==> src/i2cme_pkg.sv <==
package i2cme_pkg;

   // Width of the quarter-period divider counter.
   localparam int DIVIDER_WIDTH = 16;
   localparam int QUARTER_WIDTH = 16;
   localparam int CMP_WIDTH     = (DIVIDER_WIDTH > QUARTER_WIDTH) ? DIVIDER_WIDTH
                                                                  : QUARTER_WIDTH;
   localparam int STEP_WIDTH    = 6;
   localparam int KIND_WIDTH    = 3;

   localparam logic [QUARTER_WIDTH-1:0] QUARTER_RESET = QUARTER_WIDTH'(250);

   // Command codes; the idle code doubles as the clock tick request kind.
   localparam logic [KIND_WIDTH-1:0] CMD_IDLE  = 3'd0;
   localparam logic [KIND_WIDTH-1:0] CMD_START = 3'd1;
   localparam logic [KIND_WIDTH-1:0] CMD_STOP  = 3'd2;
   localparam logic [KIND_WIDTH-1:0] CMD_WRITE = 3'd3;
   localparam logic [KIND_WIDTH-1:0] CMD_READ  = 3'd4;
   localparam logic [KIND_WIDTH-1:0] CMD_ADDR  = 3'd5;

   // Number of quarter-period steps in each command.
   localparam logic [STEP_WIDTH-1:0] STEPS_START = 6'd3;
   localparam logic [STEP_WIDTH-1:0] STEPS_STOP  = 6'd3;
   localparam logic [STEP_WIDTH-1:0] STEPS_WRITE = 6'd28;
   localparam logic [STEP_WIDTH-1:0] STEPS_READ  = 6'd19;
   localparam logic [STEP_WIDTH-1:0] STEPS_ADDR  = 6'd31;

   typedef struct packed {
      logic                  sda_pin;
      logic                  master_ack;
      logic                  read_flag;
      logic [7:0]            data_byte;
      logic [KIND_WIDTH-1:0] kind;
   } item_type;

   typedef struct packed {
      logic       rejected;
      logic       slave_acked;
      logic [7:0] read_value;
      logic       done_res;
      logic       busy_res;
      logic       sda_pull_low;
      logic       scl_pull_low;
   } result_type;

endpackage

==> src/i2cme_core.sv <==
module i2cme_core import i2cme_pkg::*; (
   input  logic                     clock,
   input  logic                     reset,
   input  logic                     step_en,
   input  item_type                 item,
   input  logic [QUARTER_WIDTH-1:0] quarter_cycles,
   output result_type               result
);

   typedef struct packed {
      logic       scl;
      logic       sda;
      logic [7:0] shift;
      logic       ack_flag;
      logic       ack_to_send;
   } pins_type;

   localparam logic [DIVIDER_WIDTH-1:0] DIV_MAX = {DIVIDER_WIDTH{1'b1}};

   logic [KIND_WIDTH-1:0]    active_ff, active_in;
   logic [STEP_WIDTH-1:0]    step_ff, step_in;
   logic [DIVIDER_WIDTH-1:0] div_ff, div_in;
   pins_type                 pins_ff, pins_in;
   logic [7:0]               last_read_ff, last_read_in;

   logic                     is_cmd;
   logic                     busy;
   logic                     expire;
   logic                     done;
   logic                     rejected;
   logic [DIVIDER_WIDTH-1:0] div_next;
   logic [STEP_WIDTH-1:0]    step_next;
   pins_type                 loaded;

   // Remainder by three of a six-bit value: 4 is 1 mod 3, so fold base-4 digits.
   function automatic logic [1:0] rem3(input logic [STEP_WIDTH-1:0] g);
      logic [3:0] s;
      logic [2:0] t;
      s = {2'b00, g[5:4]} + {2'b00, g[3:2]} + {2'b00, g[1:0]};
      t = {1'b0, s[3:2]} + {1'b0, s[1:0]};
      rem3 = (t >= 3'd3) ? 2'(t - 3'd3) : t[1:0];
   endfunction

   function automatic logic [STEP_WIDTH-1:0] steps_of(input logic [KIND_WIDTH-1:0] cmd);
      logic [STEP_WIDTH-1:0] n;
      unique case (cmd)
         CMD_START: n = STEPS_START;
         CMD_STOP:  n = STEPS_STOP;
         CMD_WRITE: n = STEPS_WRITE;
         CMD_READ:  n = STEPS_READ;
         CMD_ADDR:  n = STEPS_ADDR;
         default:   n = '0;
      endcase
      return n;
   endfunction

   function automatic pins_type start_step(input logic [STEP_WIDTH-1:0] g,
                                           input pins_type cur);
      pins_type p;
      p = cur;
      if (g == 6'd0) p.sda = 1'b0;
      else if (g == 6'd1) p.scl = 1'b0;
      else p.sda = 1'b1;
      return p;
   endfunction

   function automatic pins_type stop_step(input logic [STEP_WIDTH-1:0] g,
                                          input pins_type cur);
      pins_type p;
      p = cur;
      if (g == 6'd0) p.sda = 1'b1;
      else if (g == 6'd1) p.scl = 1'b0;
      else p.sda = 1'b0;
      return p;
   endfunction

   function automatic pins_type write_step(input logic [STEP_WIDTH-1:0] g,
                                           input logic sda_in,
                                           input pins_type cur);
      pins_type   p;
      logic [1:0] r;
      p = cur;
      r = rem3(g);
      if (g < 6'd24) begin
         if (r == 2'd0) begin
            p.scl = 1'b1;
         end else if (r == 2'd1) begin
            p.sda   = ~cur.shift[7];
            p.shift = {cur.shift[6:0], 1'b0};
         end else begin
            p.scl = 1'b0;
         end
      end else if (g == 6'd24) begin
         p.scl = 1'b1;
      end else if (g == 6'd25) begin
         p.sda = 1'b0;
      end else if (g == 6'd26) begin
         p.scl      = 1'b0;
         p.ack_flag = ~sda_in;
      end else begin
         p.scl = 1'b1;
      end
      return p;
   endfunction

   function automatic pins_type read_step(input logic [STEP_WIDTH-1:0] g,
                                          input logic sda_in,
                                          input pins_type cur);
      pins_type p;
      p = cur;
      if (g < 6'd16) begin
         if (!g[0]) begin
            p.scl = 1'b1;
            p.sda = 1'b0;
         end else begin
            p.scl   = 1'b0;
            p.shift = {cur.shift[6:0], sda_in};
         end
      end else if (g == 6'd16) begin
         p.scl = 1'b1;
         p.sda = cur.ack_to_send;
      end else if (g == 6'd17) begin
         p.scl = 1'b0;
      end else begin
         p.scl = 1'b1;
         p.sda = 1'b0;
      end
      return p;
   endfunction

   function automatic pins_type apply_step(input logic [KIND_WIDTH-1:0] cmd,
                                           input logic [STEP_WIDTH-1:0] g,
                                           input logic sda_in,
                                           input pins_type cur);
      pins_type p;
      unique case (cmd)
         CMD_START: p = start_step(g, cur);
         CMD_STOP:  p = stop_step(g, cur);
         CMD_WRITE: p = write_step(g, sda_in, cur);
         CMD_READ:  p = read_step(g, sda_in, cur);
         CMD_ADDR:  p = (g < 6'd3) ? start_step(g, cur)
                                   : write_step(g - 6'd3, sda_in, cur);
         default:   p = cur;
      endcase
      return p;
   endfunction

   always_comb begin
      is_cmd    = (item.kind >= CMD_START) && (item.kind <= CMD_ADDR);
      busy      = (active_ff != CMD_IDLE);
      div_next  = div_ff + 1'b1;
      expire    = (CMP_WIDTH'(div_next) >= CMP_WIDTH'(quarter_cycles))
                  || (div_next == DIV_MAX) || (div_next == '0);
      step_next = step_ff + 1'b1;

      active_in    = active_ff;
      step_in      = step_ff;
      div_in       = div_ff;
      pins_in      = pins_ff;
      last_read_in = last_read_ff;
      done         = 1'b0;
      rejected     = 1'b0;

      loaded = pins_ff;
      unique case (item.kind)
         CMD_WRITE: loaded.shift = item.data_byte;
         CMD_ADDR:  loaded.shift = item.data_byte | {7'b0, item.read_flag};
         CMD_READ: begin
            loaded.shift       = '0;
            loaded.ack_to_send = item.master_ack;
         end
         default: ;
      endcase

      if (is_cmd) begin
         if (busy) begin
            rejected = 1'b1;
         end else begin
            active_in = item.kind;
            step_in   = '0;
            div_in    = '0;
            pins_in   = apply_step(item.kind, '0, item.sda_pin, loaded);
         end
      end else if (busy) begin
         if (expire) begin
            div_in = '0;
            if (step_next >= steps_of(active_ff)) begin
               if (active_ff == CMD_READ) last_read_in = pins_ff.shift;
               active_in = CMD_IDLE;
               step_in   = '0;
               done      = 1'b1;
            end else begin
               step_in = step_next;
               pins_in = apply_step(active_ff, step_next, item.sda_pin, pins_ff);
            end
         end else begin
            div_in = div_next;
         end
      end

      result.scl_pull_low = pins_in.scl;
      result.sda_pull_low = pins_in.sda;
      result.busy_res     = (active_in != CMD_IDLE);
      result.done_res     = done;
      result.read_value   = last_read_in;
      result.slave_acked  = pins_in.ack_flag;
      result.rejected     = rejected;
   end

   always_ff @(posedge clock) begin
      if (reset) begin
         active_ff    <= CMD_IDLE;
         step_ff      <= '0;
         div_ff       <= '0;
         pins_ff      <= '0;
         last_read_ff <= '0;
      end else if (step_en) begin
         active_ff    <= active_in;
         step_ff      <= step_in;
         div_ff       <= div_in;
         pins_ff      <= pins_in;
         last_read_ff <= last_read_in;
      end
   end

endmodule

==> src/i2c_master_byte_engine_unit.sv <==
// Channel   Direction  Handshake              Contents
// req_      in         req_tvalid/req_tready  kind in tuser, command operands in tdata
// rsp_      out        rsp_tvalid/rsp_tready  pin drives, status, read byte, ACK
// csr_      in         csr_valid/csr_ready    quarter period in clock ticks
//
// Every request yields exactly one response, passing through the request register
// and then the response register. One request is taken per clock cycle when the
// response side is not stalled; the throughput is set by the single combinational
// step between the request register and the response register. A stalled response
// holds both registers and back-pressures the request side. Reset is synchronous
// and returns the engine to idle with the quarter period at 250 ticks.
module i2c_master_byte_engine_unit import i2cme_pkg::*; (
   input  logic                     clock,
   input  logic                     reset,
   input  logic                     req_tvalid,
   output logic                     req_tready,
   // [7:0] data_byte, [8] read_flag, [9] master_ack, [10] sda_pin, rest zero
   input  logic [15:0]              req_tdata,
   // [2:0] kind
   input  logic [KIND_WIDTH-1:0]    req_tuser,
   output logic                     rsp_tvalid,
   input  logic                     rsp_tready,
   // [0] scl_pull_low, [1] sda_pull_low, [2] busy_res, [3] done_res,
   // [11:4] read_value, [12] slave_acked, [13] rejected, rest zero
   output logic [15:0]              rsp_tdata,
   input  logic                     csr_valid,
   output logic                     csr_ready,
   input  logic [QUARTER_WIDTH-1:0] csr_wdata
);

   logic                     req_valid_ff;
   item_type                 item_ff;
   logic                     rsp_valid_ff;
   result_type               result_ff;
   logic [QUARTER_WIDTH-1:0] quarter_ff;
   result_type               result_in;
   logic                     advance;

   // A held request moves on whenever the response register is free or emptying.
   assign advance    = req_valid_ff && (!rsp_valid_ff || rsp_tready);
   assign req_tready = !req_valid_ff || advance;
   assign csr_ready  = 1'b1;

   always_ff @(posedge clock) begin
      if (reset) begin
         req_valid_ff <= 1'b0;
      end else if (req_tready) begin
         req_valid_ff <= req_tvalid;
      end
   end

   // The request register carries payload only and so needs no reset.
   always_ff @(posedge clock) begin
      if (req_tvalid && req_tready) begin
         item_ff.kind       <= req_tuser;
         item_ff.data_byte  <= req_tdata[7:0];
         item_ff.read_flag  <= req_tdata[8];
         item_ff.master_ack <= req_tdata[9];
         item_ff.sda_pin    <= req_tdata[10];
      end
   end

   always_ff @(posedge clock) begin
      if (reset) begin
         quarter_ff <= QUARTER_RESET;
      end else if (csr_valid) begin
         quarter_ff <= csr_wdata;
      end
   end

   // The engine state advances exactly once per request, as it moves to the response.
   i2cme_core u_core (
      .clock          (clock),
      .reset          (reset),
      .step_en        (advance),
      .item           (item_ff),
      .quarter_cycles (quarter_ff),
      .result         (result_in)
   );

   always_ff @(posedge clock) begin
      if (reset) begin
         rsp_valid_ff <= 1'b0;
      end else if (advance) begin
         rsp_valid_ff <= 1'b1;
      end else if (rsp_tready) begin
         rsp_valid_ff <= 1'b0;
      end
   end

   always_ff @(posedge clock) begin
      if (advance) begin
         result_ff <= result_in;
      end
   end

   assign rsp_tvalid = rsp_valid_ff;
   assign rsp_tdata  = {2'b00, result_ff};

endmodule
==> config.mk <==
export PLATFORM = sky130hd
export DESIGN_NAME = i2c_master_byte_engine_unit
export DESIGN_NICKNAME = d
export VERILOG_FILES = /design/src/i2cme_pkg.sv /design/src/i2cme_core.sv /design/src/i2c_master_byte_engine_unit.sv
export SDC_FILE = /design/constraint.sdc
export NUM_CORES = 1
export LEC_CHECK = 0
export BUFFER_PORTS_ARGS = -buffer_cell sky130_fd_sc_hd__buf_2
export CAP_MARGIN = 20
export CORE_UTILIZATION = 54
export DETAILED_ROUTE_END_ITERATION = 10
export GPL_ROUTABILITY_DRIVEN = 0
export MAX_ROUTING_LAYER = met4
export PLACE_DENSITY = 0.8
export SETUP_SLACK_MARGIN = 0.5
export SLEW_MARGIN = 30
export SYNTH_ARGS = -nofsm -noshare
export SYNTH_HDL_FRONTEND = slang
export SYNTH_HIERARCHICAL = 1
export SYNTH_SLANG_ARGS = --single-unit
==> constraint.sdc <==
create_clock -name clock -period 7.7 [get_ports clock]
set_input_delay 1.54 -clock clock [delete_from_list [all_inputs] [get_ports clock]]
set_output_delay 1.54 -clock clock [all_outputs]
set_load 0.05 [all_outputs]
---- Word level (Yosys, flattened, before mapping) ----
Cells that the tools add are included.
Widths: inputs -> output; s select.
storage, ports and cells
  word-level logic and storage cells ...... 194
  input bits .............................. 40
  bits in registers ....................... 91
  output and inout port bits .............. 19
cells by class
  eq/ne operators ......................... 35
  order comparisons ....................... 10
  bitwise gates (word level) .............. 5
  reductions and logical operators ........ 26
  multiplexer cells ....................... 83
  $add $sub $neg .......................... 11
operator list
  operator               count
  $mux 12                6
  $mux 8                 9
  $mux 16                4
  $pmux 12 s5            1
  $eq 6x5->1 const B     8
  $mux 6                 8
  $pmux 12 s4            1
  $mux 1                 37
  $mux 9                 4
  $pmux 8 s3             1
  $pmux 5 s4             1
  $lt 6x5->1 const B     3
  $reduce_and 17->1      1
  $add 16x1->16 const B  1
  $eq 16x16->1 const B   1
  $ge 16x16->1           1
  $logic_not 16->1       1
  $mux 3                 5
  $ne 3x1->1 const B     5
  $add 2x2->3            4
  $eq 3x2->1 const B     4
  $eq 3x3->1 const B     4
  $mux 2                 6
  $ne 3x2->1 const B     4
  other kinds (28)       50

---- Logic depth before layout (Yosys ltp) ----
  depth in word-level cells ............... 17
  depth in mapped cells ................... 23
  depth with buffers taken out ............ 22

---- By module ----
Netlist, hierarchy kept.
by module, submodules not included
  module                       instances  sequential area each (µm²)  area an instance (µm²)  cells each
  i2cme_core                   1          900.9                       4,594.4                 602
  i2c_master_byte_engine_unit  1          1,201.2                     1,555.2                 95

---- Worst setup path after synthesis ----
Ideal clock, no wire load.
  path kind ............................... reg-to-reg
  from .................................... reg u_core.step_ff[0]
  to ...................................... reg result_ff, in the netlist rsp_tdata[0] (data pin)
  arrival ................................. 5,254 ps
  setup time .............................. 251 ps
  data required time ...................... 7,449 ps
  buffers on the path ..................... 2
  clock period less this slack ............ 5,506 ps
  stages on the path, launching flop included .. 24
  slack ................................... 2,194 ps
  path through ............................ dfxtp_1 -> clkbuf_1 -> inv_1 -> ha_1 -> inv_1 -> o221ai_1 -> nor4_1 -> nor2_1 -> fa_1 -> inv_1 -> ha_1 -> ha_1 -> ha_1 -> fa_1 -> ha_1 -> nor2_1 -> nand3b_1 -> o21a_1 -> o211ai_1 -> a211oi_1 -> or4_1 -> mux2i_1 -> o21ai_0 -> buf_4
RTL lines
  item                      RTL line                           text
  start: declaration        i2cme_core.sv:21                   logic [STEP_WIDTH-1:0] step_ff, step_in;
  start signal: assignment  i2cme_core.sv:219                  step_ff <= step_in;
  end signal: assignment    i2c_master_byte_engine_unit.sv:93  result_ff <= result_in;
  end: declaration          i2c_master_byte_engine_unit.sv:34  result_type result_ff;

---- Worst setup path in the final report ----
  from .................................... reg u_core.step_ff[1]
  to ...................................... reg u_core/pins_ff[6] (netlist name)
on the way
  word-level cells in the longest chain between the ends .. 10
  elaborated cells between the ends (all ways) .. 33
  those cells by class .................... add/sub (10); order compare (7); eq/ne (11); mux (2); reduce/logical (3)
ends and longest elaborated chain
  item                                                              RTL line                            text
  $add 6x1->6 *                                                     i2cme_core.sv:154                   step_next = step_ff + 1'b1;
  $sub 6x2->6                                                       i2cme_core.sv:142                   : write_step(g - 6'd3, sda_in, cur);
  $add 2x2->3                                                       i2cme_core.sv:39                    s = {2'b00, g[5:4]} + {2'b00, g[3:2]} + {2'b00, g[1:0]};
  $add 4x2->4                                                       i2cme_core.sv:39
  $add 2x2->3                                                       i2cme_core.sv:40                    t = {1'b0, s[3:2]} + {1'b0, s[1:0]};
  $ge 3x2->1 / $sub 2x2->2 (equally long branches)                  i2cme_core.sv:41                    rem3 = (t >= 3'd3) ? 2'(t - 3'd3) : t[1:0];
  $mux 2                                                            i2cme_core.sv:41
  $eq 2x1->1 / $logic_not 2->1 (equally long branches)              i2cme_core.sv:87, i2cme_core.sv:85
  $ne 3x1->1 (no source line) / $ne 3x2->1 (equally long branches)  -
  $reduce_and 17->1 (no source line) *                              -
  end signal: assignment                                            i2cme_core.sv:221                   pins_ff <= pins_in;
  end: declaration                                                  i2cme_core.sv:23                    pins_type pins_ff, pins_in;
Mark *: on every way between the ends. The rest lies on a longest branch, timed or not.
A chain may end at the register's enable or synchronous reset.

==> run metrics <==
status=complete, no violations; 1st-pass router iterations=5; top cell type's share of synthesized area=20.51%; Internal=771.5 uW; prevailing post-synth register cell=dfxtp_1; Vert. Die Dim=108.7 um; gr usage total=25.84%; antenna violations before repair=0; H-Tree Depth=3; cts bufs inserted=9; DR iter-0 viols=around 420; Clk Latency, worst-skew pair=0.35 ns; Yosys top cell by area=dfxtp_1; filler cell count=922; asr flop ratio synth=0%; power share of the clock group=about 40%; YS warnings=6; Antenna Diode Count=0; gr ovfl total=0; WHS=around 0.47 ns; VDD IR max=0.1327 mV; fin crit share=86.11%; CORE AREA=roughly 0.011 mm^2; layout cell share with drive strength beyond 1=13.79%; port bufs=50; ANT nets after route=0; CP max FO=15; power share of the combinational group=10.7%; Pins Over Slew Limit=0; Slew @ Worst Pin=between 0.7 and 0.8 ns; clock skew=0.006559 ns; Worst setup EP type=flip-flop; top post-synthesis cells by area=dfxtp_1 (21%), edfxtp_1 (14%), ha_1 (8.7%), mux2i_1 (3.9%), nor2_1 (3.7%); CP arrival=a little under 7 ns; DP HPWL=10470 um; dpl cells=between 800 and 900; Req. time, crit path=7.91 ns; DRC viols=0; crit path kind=reg2reg; minimum clock period=6.630 ns; cell leakage power=~0.0028 uW; Post-Syn Instances=697; RSZ-0062 raised after global routing=false; unique cell type count in the Yosys netlist=77; Seq/Total Area, Yosys=between 30% and 40%; TNS Setup=0 ns; Finish-stage setup viols=0; startpoint types=flip-flop; maximum clock frequency=150.8 MHz; P per Cell Area=159.7 mW/mm^2; maxcap violations=0; hold_buf cts=0; Clock Path Buffers=2; synthesized cell area=0.006150 mm^2; largest net degree at the start of global routing=51; Cell Rows=38; number of flops mapped to enable cells by yosys=28; Initial Util=~56%; CTS tree=built; die area=0.01182 mm^2; Nets=801; Final Instance Count excl. Fillers=858; Slew headroom=48.36%; sw frac=between 20 and 30%; I/O pin count=59; root buf cell=clkbuf_16; first-pass GRT wire length=23510 um; Via density=6.238; Psw=286.5 uW; Commonest cells post-synth=dfxtp_1 (63), nor2_1 (60), inv_1 (51); final WL=14440 um; hold crit path type=reg2reg; Die Wd=108.7 um; Vias=roughly 5400; Synth-to-Final Area Change=7.711%; vias in the first global route=5049; most frequent cell after synthesis=dfxtp_1; Hold Vio Cnt, Final=0; FF+latch count, synth=91; Final Core Density=60.31%; clk slew on worst S/H paths=0.07 ns; clock sinks=91; Avg Inst Size Synth=slightly below 9 um^2; Seq pwr share=49.5%; routed wire length per instance=16.83 um
[critical path, cell delays in order (launching register included)]
cell and delay [ns]:
dfxtp_1 0.62, ha_1 0.49, and2_0 0.35, a21boi_0 0.23, o22ai_1 0.10, xnor2_1 0.40
inv_1 0.16, fa_1 0.50, inv_1 0.04, ha_1 0.18, ha_1 0.27, ha_1 0.19
fa_1 0.46, ha_1 0.23, nor2_1 0.22, nand3b_1 0.15, o31ai_1 0.14, o21ai_0 0.24
o31ai_1 0.36, a31o_2 0.33, nand3_1 0.35, a221oi_1 0.39, nor3_1 0.09
[placed cells by master, fill, tap and decap left out, types with 6 or more instances in the layout]
cell type  count
nand3_1       30
a21oi_1       40
o22ai_1        7
buf_2         50
nor3_1        22
nand4_1       11
a22oi_1        7
clkbuf_16      9
mux2_2         7
inv_1         51
nand2b_1      13
and2_1        10
a211oi_1       6
a211o_1       12
xnor2_1       21
ha_1          43
edfxtp_1      28
or3_1          6
nor4_1         8
xor2_1         6
a21o_1        11
a221oi_1       9
o21ai_0       18
dfxtp_1       62
nor2_1        60
nand2_1       46
a31oi_1        7
mux2i_1       24
[timing repair]
| action | CTS | global route |
|---|---|---|
| setup buffers | 0 | 0 |
| resized for setup | 0 | 1 |
| setup endpoints to repair | 0 | 8 |
[flip-flops by register name (all words and copies together) (netlist names)]
register	flops
u_core/last_read_ff	8
u_core/step_ff	6
u_core/loaded	3
req_valid_ff	1
item_ff	14
rsp_tvalid	1
rsp_tdata	14
u_core/pins_ff	9
u_core/div_ff	16
quarter_ff	16
u_core/active_ff	3
[area by class of cell]
class | count | area [um^2] | share of cell area [%]
repair buffers | 52 | 265.3 | 4.005
multi-input cells | 507 | 3607 | 54.46
clock buffers | 10 | 229.0 | 3.457
clock inverters | 6 | 48.80 | 0.7367
inverters | 52 | 195.2 | 2.947
flip-flops and latches | 91 | 2103 | 31.75
well taps | 140 | 175.2 | 2.645
[worst paths after layout]
| kind | endpoint | from | depth (start not counted) | slack (ns) |
|---|---|---|---|---|
| max | u_core/pins_ff[6]$_SDFFE_PP0P_ | u_core/step_ff[1]$_SDFFE_PP0P_ | 22 | 1.07 |
| min | u_core/div_ff[15]$_SDFFE_PP0P_ | u_core/div_ff[15]$_SDFFE_PP0P_ | 2 | 0.47 |
| max reg2reg | u_core/pins_ff[6]$_SDFFE_PP0P_ | u_core/step_ff[1]$_SDFFE_PP0P_ | 22 | 1.07 |
| min reg2reg | u_core/div_ff[15]$_SDFFE_PP0P_ | u_core/div_ff[15]$_SDFFE_PP0P_ | 2 | 0.47 |
[cell families after synthesis]
| kind of cell | Yosys count | share of synthesized area, % |
|---|---|---|
| XOR/XNOR | 27 | 3.845 |
| buffers and inverters | 100 | 7.223 |
| other | 2 | 0.1221 |
| AO/OA/AOI/OAI | 152 | 17.35 |
| AND/OR/NAND/NOR | 244 | 21.34 |
| adder cells (fa/ha/maj) | 48 | 10.38 |
| multiplexers | 33 | 5.554 |
| flip-flops | 91 | 34.18 |
[stage by stage]
stage / area [um^2] / worst slack (ns) / total power [uW]
2_1_floorplan: 6153 / 2.194 / 618.7
6_report: 6624 / 1.070 / 1058
4_1_cts: 6623 / 0.9213 / 1061
3_3_place_gp: 6345 / 1.264 / 641.0
3_5_place_dp: 6345 / 0.9439 / 645.5
5_1_grt: 6624 / 0.6036 / 1092
[power by group through the flow]
stage	combinational (uW)	clock [uW]	sequential [uW]
finish	113	421	524
global route	123	443	526
CTS	112	425	524
detailed placement	111	0	534
global placement	108	0	533
floorplan	76.4	0	542
[metal layers]
metal,global-route usage (%),wire length (um)
met4,10.71,422
met5,-,0
met2,43.26,7117
met3,5.439,1001
met1,30.02,5895
(Power assumes the default switching activity.)
